===== config.mk =====
export PLATFORM = sky130hd
export DESIGN_NAME = control_frame_header_parser_flat
export DESIGN_NICKNAME = d
export VERILOG_FILES = /design/src/sv/cfhp_pkg.sv /design/src/sv/cfhp_if.sv /design/src/sv/control_frame_header_parser.sv /design/src/sv/cfhp_front.sv /design/src/sv/cfhp_queue.sv /design/src/sv/cfhp_back.sv /design/src/flat_wrapper.sv
export SDC_FILE = /design/constraint.sdc
export NUM_CORES = 2
export LEC_CHECK = 0
export BUFFER_PORTS_ARGS = -buffer_cell sky130_fd_sc_hd__buf_2
export CORE_MARGIN = 4
export CORE_UTILIZATION = 55
export DETAILED_ROUTE_END_ITERATION = 12
export PLACE_DENSITY = 0.74
export SYNTH_ARGS = -nofsm -noshare
export SYNTH_HDL_FRONTEND = slang
export SYNTH_HIERARCHICAL = 1
export SYNTH_SLANG_ARGS = --single-unit

===== constraint.sdc =====
create_clock -name clk -period 12.56 [get_ports clk]
set_clock_uncertainty 0.15 [all_clocks]
set_input_delay 1.884 -clock clk [delete_from_list [all_inputs] [get_ports clk]]
set_output_delay 1.884 -clock clk [all_outputs]
set_load 0.02 [all_outputs]

===== src/sv/cfhp_pkg.sv =====
// Shared types and constants for the control frame header parser.
package cfhp_pkg;

  localparam int HDR_BYTES = 44;
  localparam int HP_W      = 6;
  localparam int Q_DEPTH   = 4;
  localparam int Q_AW      = 2;

  typedef enum logic [1:0] {
    KIND_HDR  = 2'd0,
    KIND_PAY  = 2'd1,
    KIND_STAT = 2'd2
  } kind_t;

  typedef enum logic [2:0] {
    ST_OK      = 3'd0,
    ST_SHORT   = 3'd1,
    ST_MAGIC   = 3'd2,
    ST_VERSION = 3'd3,
    ST_TYPE    = 3'd4,
    ST_FLAGS   = 3'd5,
    ST_LENGTH  = 3'd6
  } status_t;

  localparam logic [2:0] CFG_MAGIC     = 3'd0;
  localparam logic [2:0] CFG_VERSION   = 3'd1;
  localparam logic [2:0] CFG_FLAGS     = 3'd2;
  localparam logic [2:0] CFG_TYPE_LOW  = 3'd3;
  localparam logic [2:0] CFG_TYPE_HIGH = 3'd4;

  typedef struct packed {
    logic [7:0]  version;
    logic [7:0]  frame_type;
    logic [15:0] flags;
    logic [63:0] session_id;
    logic [63:0] epoch_word;
    logic [63:0] seq_word;
    logic [63:0] ack_word;
    logic [31:0] length;
  } hdr_t;

  // One queue entry: an optional header/payload result, then an optional status.
  typedef struct packed {
    logic    has_data;
    logic    data_is_hdr;
    logic    has_status;
    status_t status;
    logic [7:0] pay_byte;
    hdr_t    hdr;
  } q_entry_t;

  typedef struct packed {
    logic push;
    logic pop;
  } q_ctrl_t;

  typedef struct packed {
    kind_t       kind;
    logic [7:0]  hdr_version;
    logic [7:0]  frame_type;
    logic [15:0] hdr_flags;
    logic [63:0] session_id;
    logic [63:0] epoch_word;
    logic [63:0] seq_word;
    logic [63:0] ack_word;
    logic [31:0] payload_length;
    logic [7:0]  payload_byte;
    status_t     status;
    logic        last;
  } res_t;

endpackage


===== src/sv/cfhp_if.sv =====
// Valid/ready channel interfaces for input bytes and parser results.
interface cfhp_in_if;
  logic       valid;
  logic       ready;
  logic [7:0] in_byte;
  logic       frame_end;

  modport source(output valid, in_byte, frame_end, input ready);
  modport sink(input valid, in_byte, frame_end, output ready);
endinterface

interface cfhp_out_if;
  logic        valid;
  logic        ready;
  logic [1:0]  kind;
  logic [7:0]  hdr_version;
  logic [7:0]  frame_type;
  logic [15:0] hdr_flags;
  logic [63:0] session_id;
  logic [63:0] epoch_word;
  logic [63:0] seq_word;
  logic [63:0] ack_word;
  logic [31:0] payload_length;
  logic [7:0]  payload_byte;
  logic [2:0]  status;
  logic        last;

  modport source(output valid, kind, hdr_version, frame_type, hdr_flags, session_id,
                 epoch_word, seq_word, ack_word, payload_length, payload_byte, status,
                 last, input ready);
  modport sink(input valid, kind, hdr_version, frame_type, hdr_flags, session_id,
               epoch_word, seq_word, ack_word, payload_length, payload_byte, status,
               last, output ready);
endinterface


===== src/sv/control_frame_header_parser.sv =====
// Control frame header parser top level.
// in_if takes one frame byte per beat, frame_end set on the frame's last byte.
// The first 44 bytes form a little-endian header; once it is complete and
// passes the magic, version, type range and flag mask checks, a header beat
// (kind 0) goes out, followed by payload beats (kind 1) up to the declared
// length. The last byte of a frame also yields a status beat (kind 2, last=1).
// cfg_we/cfg_idx/cfg_wdata write the five check registers; write only when idle.
// Throughput: one input beat per cycle while the queue is not full. A result
// beat passes through the queue and then the output register. A byte that
// produces two results (header or payload plus status) loads the output
// register twice; a 4-entry queue between the front and back ends absorbs this.
// When out_if.ready is low the output beat holds, the queue fills and in_if.ready
// drops once the queue is full.
// Reset (synchronous, rst_n low) empties the queue and output register, clears
// frame state and loads the default check registers.
module control_frame_header_parser (
  input  logic        clk,
  input  logic        rst_n,
  input  logic        cfg_we,
  input  logic [2:0]  cfg_idx,
  input  logic [31:0] cfg_wdata,
  cfhp_in_if.sink     in_if,
  cfhp_out_if.source  out_if
);

  cfhp_pkg::q_entry_t wr_entry, head;
  cfhp_pkg::q_ctrl_t  q_ctrl;
  logic q_full, q_not_empty, q_push, q_pop;

  assign q_ctrl.push = q_push;
  assign q_ctrl.pop  = q_pop;

  cfhp_front u_front (
    .clk       (clk),
    .rst_n     (rst_n),
    .cfg_we    (cfg_we),
    .cfg_idx   (cfg_idx),
    .cfg_wdata (cfg_wdata),
    .in_if     (in_if),
    .q_full    (q_full),
    .q_push    (q_push),
    .q_entry   (wr_entry)
  );

  cfhp_queue u_queue (
    .clk       (clk),
    .rst_n     (rst_n),
    .ctrl      (q_ctrl),
    .wr_entry  (wr_entry),
    .head      (head),
    .not_empty (q_not_empty),
    .full      (q_full)
  );

  cfhp_back u_back (
    .clk       (clk),
    .rst_n     (rst_n),
    .head      (head),
    .not_empty (q_not_empty),
    .pop       (q_pop),
    .out_if    (out_if)
  );

endmodule


===== src/sv/cfhp_front.sv =====
// Front end: config registers, header assembly, header checks, per-beat classification.
module cfhp_front (
  input  logic                clk,
  input  logic                rst_n,
  input  logic                cfg_we,
  input  logic [2:0]          cfg_idx,
  input  logic [31:0]         cfg_wdata,
  cfhp_in_if.sink             in_if,
  input  logic                q_full,
  output logic                q_push,
  output cfhp_pkg::q_entry_t  q_entry
);

  logic [31:0] magic_word_r;
  logic [7:0]  exp_version_r;
  logic [15:0] flags_mask_r;
  logic [7:0]  type_low_r;
  logic [7:0]  type_high_r;

  logic [cfhp_pkg::HP_W-1:0] hp_r, hp_nxt;
  logic [31:0]  magic_r, magic_nxt;
  logic [7:0]   version_r, version_nxt;
  logic [7:0]   type_r, type_nxt;
  logic [15:0]  flags_r, flags_nxt;
  logic [255:0] words_r, words_nxt;
  logic [31:0]  length_r, length_nxt;
  logic [32:0]  seen_r, seen_nxt;
  cfhp_pkg::status_t err_r, err_nxt, chk, st;

  logic       acc, hdr_phase, done, pay_emit;
  logic [4:0] widx;
  logic [7:0] b;

  always_ff @(posedge clk) begin
    if (!rst_n) begin
      magic_word_r  <= '0;
      exp_version_r <= 8'd1;
      flags_mask_r  <= '0;
      type_low_r    <= 8'd1;
      type_high_r   <= 8'd255;
    end else if (cfg_we) begin
      unique case (cfg_idx)
        cfhp_pkg::CFG_MAGIC:     magic_word_r  <= cfg_wdata;
        cfhp_pkg::CFG_VERSION:   exp_version_r <= cfg_wdata[7:0];
        cfhp_pkg::CFG_FLAGS:     flags_mask_r  <= cfg_wdata[15:0];
        cfhp_pkg::CFG_TYPE_LOW:  type_low_r    <= cfg_wdata[7:0];
        cfhp_pkg::CFG_TYPE_HIGH: type_high_r   <= cfg_wdata[7:0];
        default: ;
      endcase
    end
  end

  assign in_if.ready = !q_full;
  assign acc         = in_if.valid && in_if.ready;
  assign b           = in_if.in_byte;
  assign hdr_phase   = hp_r < cfhp_pkg::HP_W'(cfhp_pkg::HDR_BYTES);
  assign done        = hdr_phase && (hp_r == cfhp_pkg::HP_W'(cfhp_pkg::HDR_BYTES - 1));
  assign widx        = 5'(hp_r - 6'd8);

  // Magic..flags are final before the last header byte, so check from the registers.
  always_comb begin
    if (magic_r != magic_word_r) begin
      chk = cfhp_pkg::ST_MAGIC;
    end else if (version_r != exp_version_r) begin
      chk = cfhp_pkg::ST_VERSION;
    end else if (type_r < type_low_r || type_r > type_high_r) begin
      chk = cfhp_pkg::ST_TYPE;
    end else if ((flags_r & ~flags_mask_r) != 16'd0) begin
      chk = cfhp_pkg::ST_FLAGS;
    end else begin
      chk = cfhp_pkg::ST_OK;
    end
  end

  always_comb begin
    hp_nxt      = hp_r;
    magic_nxt   = magic_r;
    version_nxt = version_r;
    type_nxt    = type_r;
    flags_nxt   = flags_r;
    words_nxt   = words_r;
    length_nxt  = length_r;
    seen_nxt    = seen_r;
    pay_emit    = 1'b0;
    if (hdr_phase) begin
      hp_nxt = hp_r + 6'd1;
      if (hp_r < 6'd4) begin
        magic_nxt[{hp_r[1:0], 3'b000} +: 8] = b;
      end else if (hp_r == 6'd4) begin
        version_nxt = b;
      end else if (hp_r == 6'd5) begin
        type_nxt = b;
      end else if (hp_r < 6'd8) begin
        flags_nxt[{hp_r[0], 3'b000} +: 8] = b;
      end else if (hp_r < 6'd40) begin
        words_nxt[{widx, 3'b000} +: 8] = b;
      end else begin
        length_nxt[{hp_r[1:0], 3'b000} +: 8] = b;
      end
    end else begin
      pay_emit = (err_r == cfhp_pkg::ST_OK) && (seen_r < {1'b0, length_r});
      if (!seen_r[32]) begin
        seen_nxt = seen_r + 33'd1;
      end
    end
    err_nxt = done ? chk : err_r;
  end

  always_comb begin
    if (hp_nxt != cfhp_pkg::HP_W'(cfhp_pkg::HDR_BYTES)) begin
      st = cfhp_pkg::ST_SHORT;
    end else if (err_nxt != cfhp_pkg::ST_OK) begin
      st = err_nxt;
    end else if (seen_nxt != {1'b0, length_nxt}) begin
      st = cfhp_pkg::ST_LENGTH;
    end else begin
      st = cfhp_pkg::ST_OK;
    end
  end

  always_comb begin
    q_entry.has_data        = (done && chk == cfhp_pkg::ST_OK) || pay_emit;
    q_entry.data_is_hdr     = done;
    q_entry.has_status      = in_if.frame_end;
    q_entry.status          = st;
    q_entry.pay_byte        = b;
    q_entry.hdr.version     = version_nxt;
    q_entry.hdr.frame_type  = type_nxt;
    q_entry.hdr.flags       = flags_nxt;
    q_entry.hdr.session_id  = words_nxt[63:0];
    q_entry.hdr.epoch_word  = words_nxt[127:64];
    q_entry.hdr.seq_word    = words_nxt[191:128];
    q_entry.hdr.ack_word    = words_nxt[255:192];
    q_entry.hdr.length      = length_nxt;
  end

  assign q_push = acc && (q_entry.has_data || q_entry.has_status);

  always_ff @(posedge clk) begin
    if (!rst_n || (acc && in_if.frame_end)) begin
      hp_r      <= '0;
      magic_r   <= '0;
      version_r <= '0;
      type_r    <= '0;
      flags_r   <= '0;
      words_r   <= '0;
      length_r  <= '0;
      seen_r    <= '0;
      err_r     <= cfhp_pkg::ST_OK;
    end else if (acc) begin
      hp_r      <= hp_nxt;
      magic_r   <= magic_nxt;
      version_r <= version_nxt;
      type_r    <= type_nxt;
      flags_r   <= flags_nxt;
      words_r   <= words_nxt;
      length_r  <= length_nxt;
      seen_r    <= seen_nxt;
      err_r     <= err_nxt;
    end
  end

endmodule


===== src/sv/cfhp_queue.sv =====
// Small FIFO of classified beats between front and back.
module cfhp_queue (
  input  logic               clk,
  input  logic               rst_n,
  input  cfhp_pkg::q_ctrl_t  ctrl,
  input  cfhp_pkg::q_entry_t wr_entry,
  output cfhp_pkg::q_entry_t head,
  output logic               not_empty,
  output logic               full
);

  cfhp_pkg::q_entry_t mem_r [cfhp_pkg::Q_DEPTH];
  logic [cfhp_pkg::Q_AW-1:0] wp_r, rp_r;
  logic [cfhp_pkg::Q_AW:0]   cnt_r;
  logic do_push, do_pop;

  assign full      = cnt_r == (cfhp_pkg::Q_AW+1)'(cfhp_pkg::Q_DEPTH);
  assign not_empty = cnt_r != '0;
  assign do_push   = ctrl.push && !full;
  assign do_pop    = ctrl.pop && not_empty;
  assign head      = mem_r[rp_r];

  always_ff @(posedge clk) begin
    if (do_push) begin
      mem_r[wp_r] <= wr_entry;
    end
  end

  always_ff @(posedge clk) begin
    if (!rst_n) begin
      wp_r  <= '0;
      rp_r  <= '0;
      cnt_r <= '0;
    end else begin
      if (do_push) begin
        wp_r <= wp_r + 1'b1;
      end
      if (do_pop) begin
        rp_r <= rp_r + 1'b1;
      end
      if (do_push && !do_pop) begin
        cnt_r <= cnt_r + 1'b1;
      end else if (do_pop && !do_push) begin
        cnt_r <= cnt_r - 1'b1;
      end
    end
  end

endmodule


===== src/sv/cfhp_back.sv =====
// Back end: expands queue entries into result beats through an output register.
module cfhp_back (
  input  logic               clk,
  input  logic               rst_n,
  input  cfhp_pkg::q_entry_t head,
  input  logic               not_empty,
  output logic               pop,
  cfhp_out_if.source         out_if
);

  cfhp_pkg::res_t res_r, res_nxt;
  logic ov_r;
  logic second_r, second_nxt;
  logic load;

  assign load = not_empty && (!ov_r || out_if.ready);

  always_comb begin
    res_nxt    = '0;
    pop        = 1'b0;
    second_nxt = second_r;
    if (head.has_data && !second_r) begin
      if (head.data_is_hdr) begin
        res_nxt.kind           = cfhp_pkg::KIND_HDR;
        res_nxt.hdr_version    = head.hdr.version;
        res_nxt.frame_type     = head.hdr.frame_type;
        res_nxt.hdr_flags      = head.hdr.flags;
        res_nxt.session_id     = head.hdr.session_id;
        res_nxt.epoch_word     = head.hdr.epoch_word;
        res_nxt.seq_word       = head.hdr.seq_word;
        res_nxt.ack_word       = head.hdr.ack_word;
        res_nxt.payload_length = head.hdr.length;
      end else begin
        res_nxt.kind         = cfhp_pkg::KIND_PAY;
        res_nxt.payload_byte = head.pay_byte;
      end
      res_nxt.status = cfhp_pkg::ST_OK;
      if (head.has_status) begin
        second_nxt = 1'b1;
      end else begin
        pop = load;
      end
    end else begin
      res_nxt.kind   = cfhp_pkg::KIND_STAT;
      res_nxt.status = head.status;
      res_nxt.last   = 1'b1;
      second_nxt     = 1'b0;
      pop            = load;
    end
  end

  always_ff @(posedge clk) begin
    if (load) begin
      res_r <= res_nxt;
    end
  end

  always_ff @(posedge clk) begin
    if (!rst_n) begin
      ov_r     <= 1'b0;
      second_r <= 1'b0;
    end else begin
      if (load) begin
        ov_r     <= 1'b1;
        second_r <= second_nxt;
      end else if (out_if.ready) begin
        ov_r <= 1'b0;
      end
    end
  end

  assign out_if.valid          = ov_r;
  assign out_if.kind           = res_r.kind;
  assign out_if.hdr_version    = res_r.hdr_version;
  assign out_if.frame_type     = res_r.frame_type;
  assign out_if.hdr_flags      = res_r.hdr_flags;
  assign out_if.session_id     = res_r.session_id;
  assign out_if.epoch_word     = res_r.epoch_word;
  assign out_if.seq_word       = res_r.seq_word;
  assign out_if.ack_word       = res_r.ack_word;
  assign out_if.payload_length = res_r.payload_length;
  assign out_if.payload_byte   = res_r.payload_byte;
  assign out_if.status         = res_r.status;
  assign out_if.last           = res_r.last;

endmodule


===== src/flat_wrapper.sv =====
// flat-port wrapper written by rule: the top's interface ports become plain ports
module control_frame_header_parser_flat 
  (clk, rst_n, cfg_we, cfg_idx, cfg_wdata, in_if_valid, in_if_in_byte, in_if_frame_end, in_if_ready, out_if_valid, out_if_kind, out_if_hdr_version, out_if_frame_type, out_if_hdr_flags, out_if_session_id, out_if_epoch_word, out_if_seq_word, out_if_ack_word, out_if_payload_length, out_if_payload_byte, out_if_status, out_if_last, out_if_ready);
  cfhp_in_if in_if_i ();
  cfhp_out_if out_if_i ();
  input  logic clk;
  input  logic rst_n;
  input  logic cfg_we;
  input  logic [2:0] cfg_idx;
  input  logic [31:0] cfg_wdata;
  input wire logic [$bits(in_if_i.valid)-1:0] in_if_valid;
  input wire logic [$bits(in_if_i.in_byte)-1:0] in_if_in_byte;
  input wire logic [$bits(in_if_i.frame_end)-1:0] in_if_frame_end;
  output wire logic [$bits(in_if_i.ready)-1:0] in_if_ready;
  output wire logic [$bits(out_if_i.valid)-1:0] out_if_valid;
  output wire logic [$bits(out_if_i.kind)-1:0] out_if_kind;
  output wire logic [$bits(out_if_i.hdr_version)-1:0] out_if_hdr_version;
  output wire logic [$bits(out_if_i.frame_type)-1:0] out_if_frame_type;
  output wire logic [$bits(out_if_i.hdr_flags)-1:0] out_if_hdr_flags;
  output wire logic [$bits(out_if_i.session_id)-1:0] out_if_session_id;
  output wire logic [$bits(out_if_i.epoch_word)-1:0] out_if_epoch_word;
  output wire logic [$bits(out_if_i.seq_word)-1:0] out_if_seq_word;
  output wire logic [$bits(out_if_i.ack_word)-1:0] out_if_ack_word;
  output wire logic [$bits(out_if_i.payload_length)-1:0] out_if_payload_length;
  output wire logic [$bits(out_if_i.payload_byte)-1:0] out_if_payload_byte;
  output wire logic [$bits(out_if_i.status)-1:0] out_if_status;
  output wire logic [$bits(out_if_i.last)-1:0] out_if_last;
  input wire logic [$bits(out_if_i.ready)-1:0] out_if_ready;
  assign in_if_i.valid = in_if_valid;
  assign in_if_i.in_byte = in_if_in_byte;
  assign in_if_i.frame_end = in_if_frame_end;
  assign in_if_ready = in_if_i.ready;
  assign out_if_valid = out_if_i.valid;
  assign out_if_kind = out_if_i.kind;
  assign out_if_hdr_version = out_if_i.hdr_version;
  assign out_if_frame_type = out_if_i.frame_type;
  assign out_if_hdr_flags = out_if_i.hdr_flags;
  assign out_if_session_id = out_if_i.session_id;
  assign out_if_epoch_word = out_if_i.epoch_word;
  assign out_if_seq_word = out_if_i.seq_word;
  assign out_if_ack_word = out_if_i.ack_word;
  assign out_if_payload_length = out_if_i.payload_length;
  assign out_if_payload_byte = out_if_i.payload_byte;
  assign out_if_status = out_if_i.status;
  assign out_if_last = out_if_i.last;
  assign out_if_i.ready = out_if_ready;
  control_frame_header_parser u_core (.clk(clk), .rst_n(rst_n), .cfg_we(cfg_we), .cfg_idx(cfg_idx), .cfg_wdata(cfg_wdata), .in_if(in_if_i), .out_if(out_if_i));
endmodule

==> impl_metrics.toml <==
[setup_path]
required_ns = 12.86
crit_chain = "ha_1 > a21o_1 > a21o_1 > a21o_1 > a2111oi_0 > o31a_1 > o221ai_1 > a21oi_1 > a21o_1 > o21a_1 > nor2b_1 > and2_4 > buf_4 > buf_4"
path_max_fanout = 67
r2r_cells = 14
startpoint_type = "flip-flop"
endpoint_kind = "flip-flop"
reg2reg_from = "u_core/u_front/seen_r[6]$_SDFFE_PP0P_"
cpMostUsedCell = "a21o_1"
cp_slowest_stage_delay_ns = 0.97
crit_slowest_cell = "and2_4"
rrSetupSlack_ns = 5.77
crit_buf_inv = 2
cpLargestDelayFamily = "compound AO/OA/AOI/OAI gates"
arrival_ns = 7.08
reg2reg_to = "u_core/u_queue/mem_r[0][96]$_DFFE_PP_"
crit_type = "reg2reg"

[route]
routed_via_density = 6.20
via_count = 50900
routedWlPerCell_um = 27.0
post-route-drc-count = 0
dr.first_iter.drc_count = 5965
dr.pass1.iters = 6
routed_wl_mm = 222
ant_nets = 0

[clock_network]
clk_latency_ns = 0.86
cts_buffers = 207
htreeDepth = 4
ctsHoldBuffers = 0
cts_setup_buffers = 0
clk_pin_slew_ns = 0.06
cts.root.buffer_cell = "clkbuf_16"
cts_sinks = 2147
cts.repair.resized = 0
clockBufferDepth = 3
cts_tree = "done"

[sta]
layout_setup_ws_ns = 5.77
rsz0062_at_grt = "false"
finalSetupViolations = 0
max_freq_mhz = 147
slew_headroom_pct = 10.7
hold_viol_final = 0
slew_viol_final = 0
layout_min_cycle_time_ns = 6.79
finalCritPeriodShare_pct = 54.0
tightestPinTransition_ns = 1.34
fin_setup_tns_ns = 0

[placed_design]
hpwl_mm = 134
pre_cts_slack_ns = 5.94
io_buffers = 384
gp_congestion = 0.891

[synth]
async_flop_share_pct = 0
syn_nets = 5811
synth_flop_cell = "edfxtp_1"
syn_area_per_cell_um2 = 15.2
yosysUniqueCellTypes = 92
ys_seq_area_share_pct = 69.0
ys_ff_latch = 2147
synth_cells = 5701
ys_warn_count = 6
syn_area_um2 = 86600
synth_edf_count = 1670

[global_route]
track_usage_pct = 26.9
antenna_found_initial = 16
grt_pass1_wl_mm = 327
grt_max_degree = 212
globalRouteOverflowTotal = 0
grt_pass1_vias = 49500

[hold_path]
min_path_type = "reg2reg"
holdPathEnd = "u_core/u_front/words_r[72]$_SDFFE_PP0P_"
hold_path_depth = 2
hp-start = "u_core/u_front/words_r[72]$_SDFFE_PP0P_"

[die]
coreArea_um2 = 156000
rows = 145
ios = 385
die_area_um2 = 164000
die_w_um = 405
start_util_pct = 55.4
die_h_um = 405

[power]
power.total_mw = 20.7
p_leak_nw = 34.4
ir_drop_mv = 0.155
powerDensity_nw_per_um2 = 214

[layout]
fin_util_pct = 61.8
layout.nets = 6073
area_delta_synth_final_pct = 11.6
layout-drive-gt1-share_pct = 23.2
fillers = 11200

[run_status]
status = "finished clean"

[run]
cap_violations = 0
area by class of cell:
cell class	count	area (um^2)	share of cell area [%]
antenna	8	20.0	0.0207
clock buffer	284	5790	5.99
clock inverter	111	1160	1.20
inverter	123	469	0.486
multi-input combinational	3038	24400	25.2
sequential	2147	59700	61.8
tap	2058	2570	2.67
timing repair buffer	446	2510	2.60
layer usage:
metal	vias to the layer above	track usage, %	wire length [um]
li1	22100	-	-
met1	26000	38.1	88900
met2	2493	42.4	106000
met3	419	4.53	18700
met4	4	10.3	8440
met5	-	0	31
tightest hold or removal path: cells and delay by family, from the launching register on:
family	cells	cell delay, ns
DFF	1	0.31
and+or+nand+nor	1	0.05
AOI/OAI and AO/OA	1	0.05
registers in the layout, indices dropped and copies added (netlist names), 16 cells and up, named ones only:
name	count
u_core/u_queue/mem_r	1336
u_core/u_front/words_r	256
u_core/u_back/out_if.ack_word	64
u_core/u_back/out_if.epoch_word	64
u_core/u_back/out_if.seq_word	64
u_core/u_back/out_if.session_id	64
u_core/u_front/seen_r	33
u_core/u_back/out_if.payload_length	32
u_core/u_front/length_r	32
u_core/u_front/magic_r	32
u_core/u_front/magic_word_r	32
u_core/u_back/out_if.hdr_flags	16
u_core/u_front/flags_mask_r	16
u_core/u_front/flags_r	16
power by group:
part	total, mW	switching, mW	leakage [nW]	internal (mW)
combinational	4.93	3.23	11.5	1.70
sequential	9.49	0.446	19.5	9.04
clock	6.23	2.69	3.37	3.54
total	20.7	6.37	34.4	14.3
cells in the final DEF, fill, tap and decap left out, types with 15 or more instances in the layout:
master	n
and2_1	35
clkinv_2	39
mux4_2	333
a211oi_1	50
ha_1	60
nand2_1	448
o21ai_0	90
a21boi_0	67
clkbuf_1	52
nand2b_1	19
inv_1	122
clkbuf_8	19
nand3_1	60
or2_2	85
clkinv_1	29
mux2_2	189
xor2_1	56
nor3_1	173
and3_1	341
buf_4	55
o21ai_1	15
nor4_1	18
nor2_1	470
xnor2_1	61
buf_2	381
clkbuf_16	213
o2111a_1	84
mux2i_1	28
dfxtp_1	475
edfxtp_1	1670
a21oi_1	122
a21o_1	19
nand4_1	39
worst max path at each step:
stage / cells after the start / slack, ns / to / start
2_1_floorplan: 9 / 0.54 / u_core/u_queue/mem_r[2][0]$_DFFE_PP_ / in_if_valid
3_3_place_gp: 14 / 6.05 / u_core/u_queue/mem_r[0][64]$_DFFE_PP_ / u_core/u_front/seen_r[6]$_SDFFE_PP0P_
3_5_place_dp: 14 / 5.94 / u_core/u_queue/mem_r[0][49]$_DFFE_PP_ / u_core/u_front/seen_r[6]$_SDFFE_PP0P_
4_1_cts: 14 / 5.88 / u_core/u_queue/mem_r[0][44]$_DFFE_PP_ / u_core/u_front/seen_r[6]$_SDFFE_PP0P_
5_1_grt: 14 / 5.51 / u_core/u_queue/mem_r[0][44]$_DFFE_PP_ / u_core/u_front/seen_r[6]$_SDFFE_PP0P_
6_report: 14 / 5.77 / u_core/u_queue/mem_r[0][96]$_DFFE_PP_ / u_core/u_front/seen_r[6]$_SDFFE_PP0P_
metrics by stage:
| stage | hold slack (ns) | area [um^2] | cells |
|---|---|---|---|
| global route | 0.325 | 96600 | 8207 |
| floorplan | 0.281 | 86600 | 5701 |
| detailed placement | 0.297 | 89600 | 7812 |
| CTS | 0.305 | 96600 | 8207 |
| global placement | 0.288 | 89600 | 7812 |
| finish | 0.304 | 96600 | 8215 |
cell usage after synthesis, drive strengths merged (3+ instances only):
| library cell | instances | area (um^2) |
|---|---|---|
| edfxtp | 1670 | 50100 |
| nor2 | 484 | 1850 |
| dfxtp | 477 | 9550 |
| nand2 | 452 | 1700 |
| and3 | 341 | 2130 |
| mux4 | 334 | 7520 |
| clkbuf | 238 | 935 |
| mux2 | 191 | 2160 |
| nor3 | 178 | 917 |
| buf | 155 | 1200 |
| a21oi | 123 | 627 |
| inv | 123 | 462 |
| o21ai | 106 | 534 |
| or2 | 85 | 532 |
| o2111a | 84 | 946 |
| a21boi | 67 | 503 |
| xnor2 | 62 | 543 |
| nand3 | 61 | 310 |
| ha | 60 | 751 |
| xor2 | 57 | 507 |
| a211oi | 50 | 375 |
| and2 | 41 | 256 |
| nand4 | 40 | 265 |
| mux2i | 29 | 294 |
| nor4 | 23 | 195 |
| nand2b | 20 | 128 |
| a21o | 19 | 143 |
| nor2b | 16 | 103 |
| o211ai | 15 | 118 |
| o31ai | 13 | 103 |
| or3 | 12 | 75.1 |
| o22ai | 9 | 56.3 |
| and4 | 5 | 43.8 |
| nand3b | 4 | 30.0 |
| o211a | 4 | 40.0 |
| o21a | 4 | 30.0 |
| o31a | 4 | 35.0 |
| or4 | 4 | 33.8 |
| nand4b | 3 | 26.3 |
| nor3b | 3 | 27.5 |
| o41ai | 3 | 26.3 |
cells by family (layout without fill, tap and decap cells):
| family | count (synthesis) | count (layout) | share of synthesized area, % |
|---|---|---|---|
| compound gates | 523 | 523 | 4.31 |
| xor+xnor | 121 | 121 | 1.26 |
| fa+ha+maj | 61 | 61 | 0.890 |
| buf+inv | 516 | 964 | 3.00 |
| flops | 2147 | 2147 | 69.0 |
| mux | 554 | 554 | 11.5 |
| other cells | 0 | 8 | 0 |
| simple gates | 1779 | 1779 | 10.1 |
(Power assumes the default switching activity.)
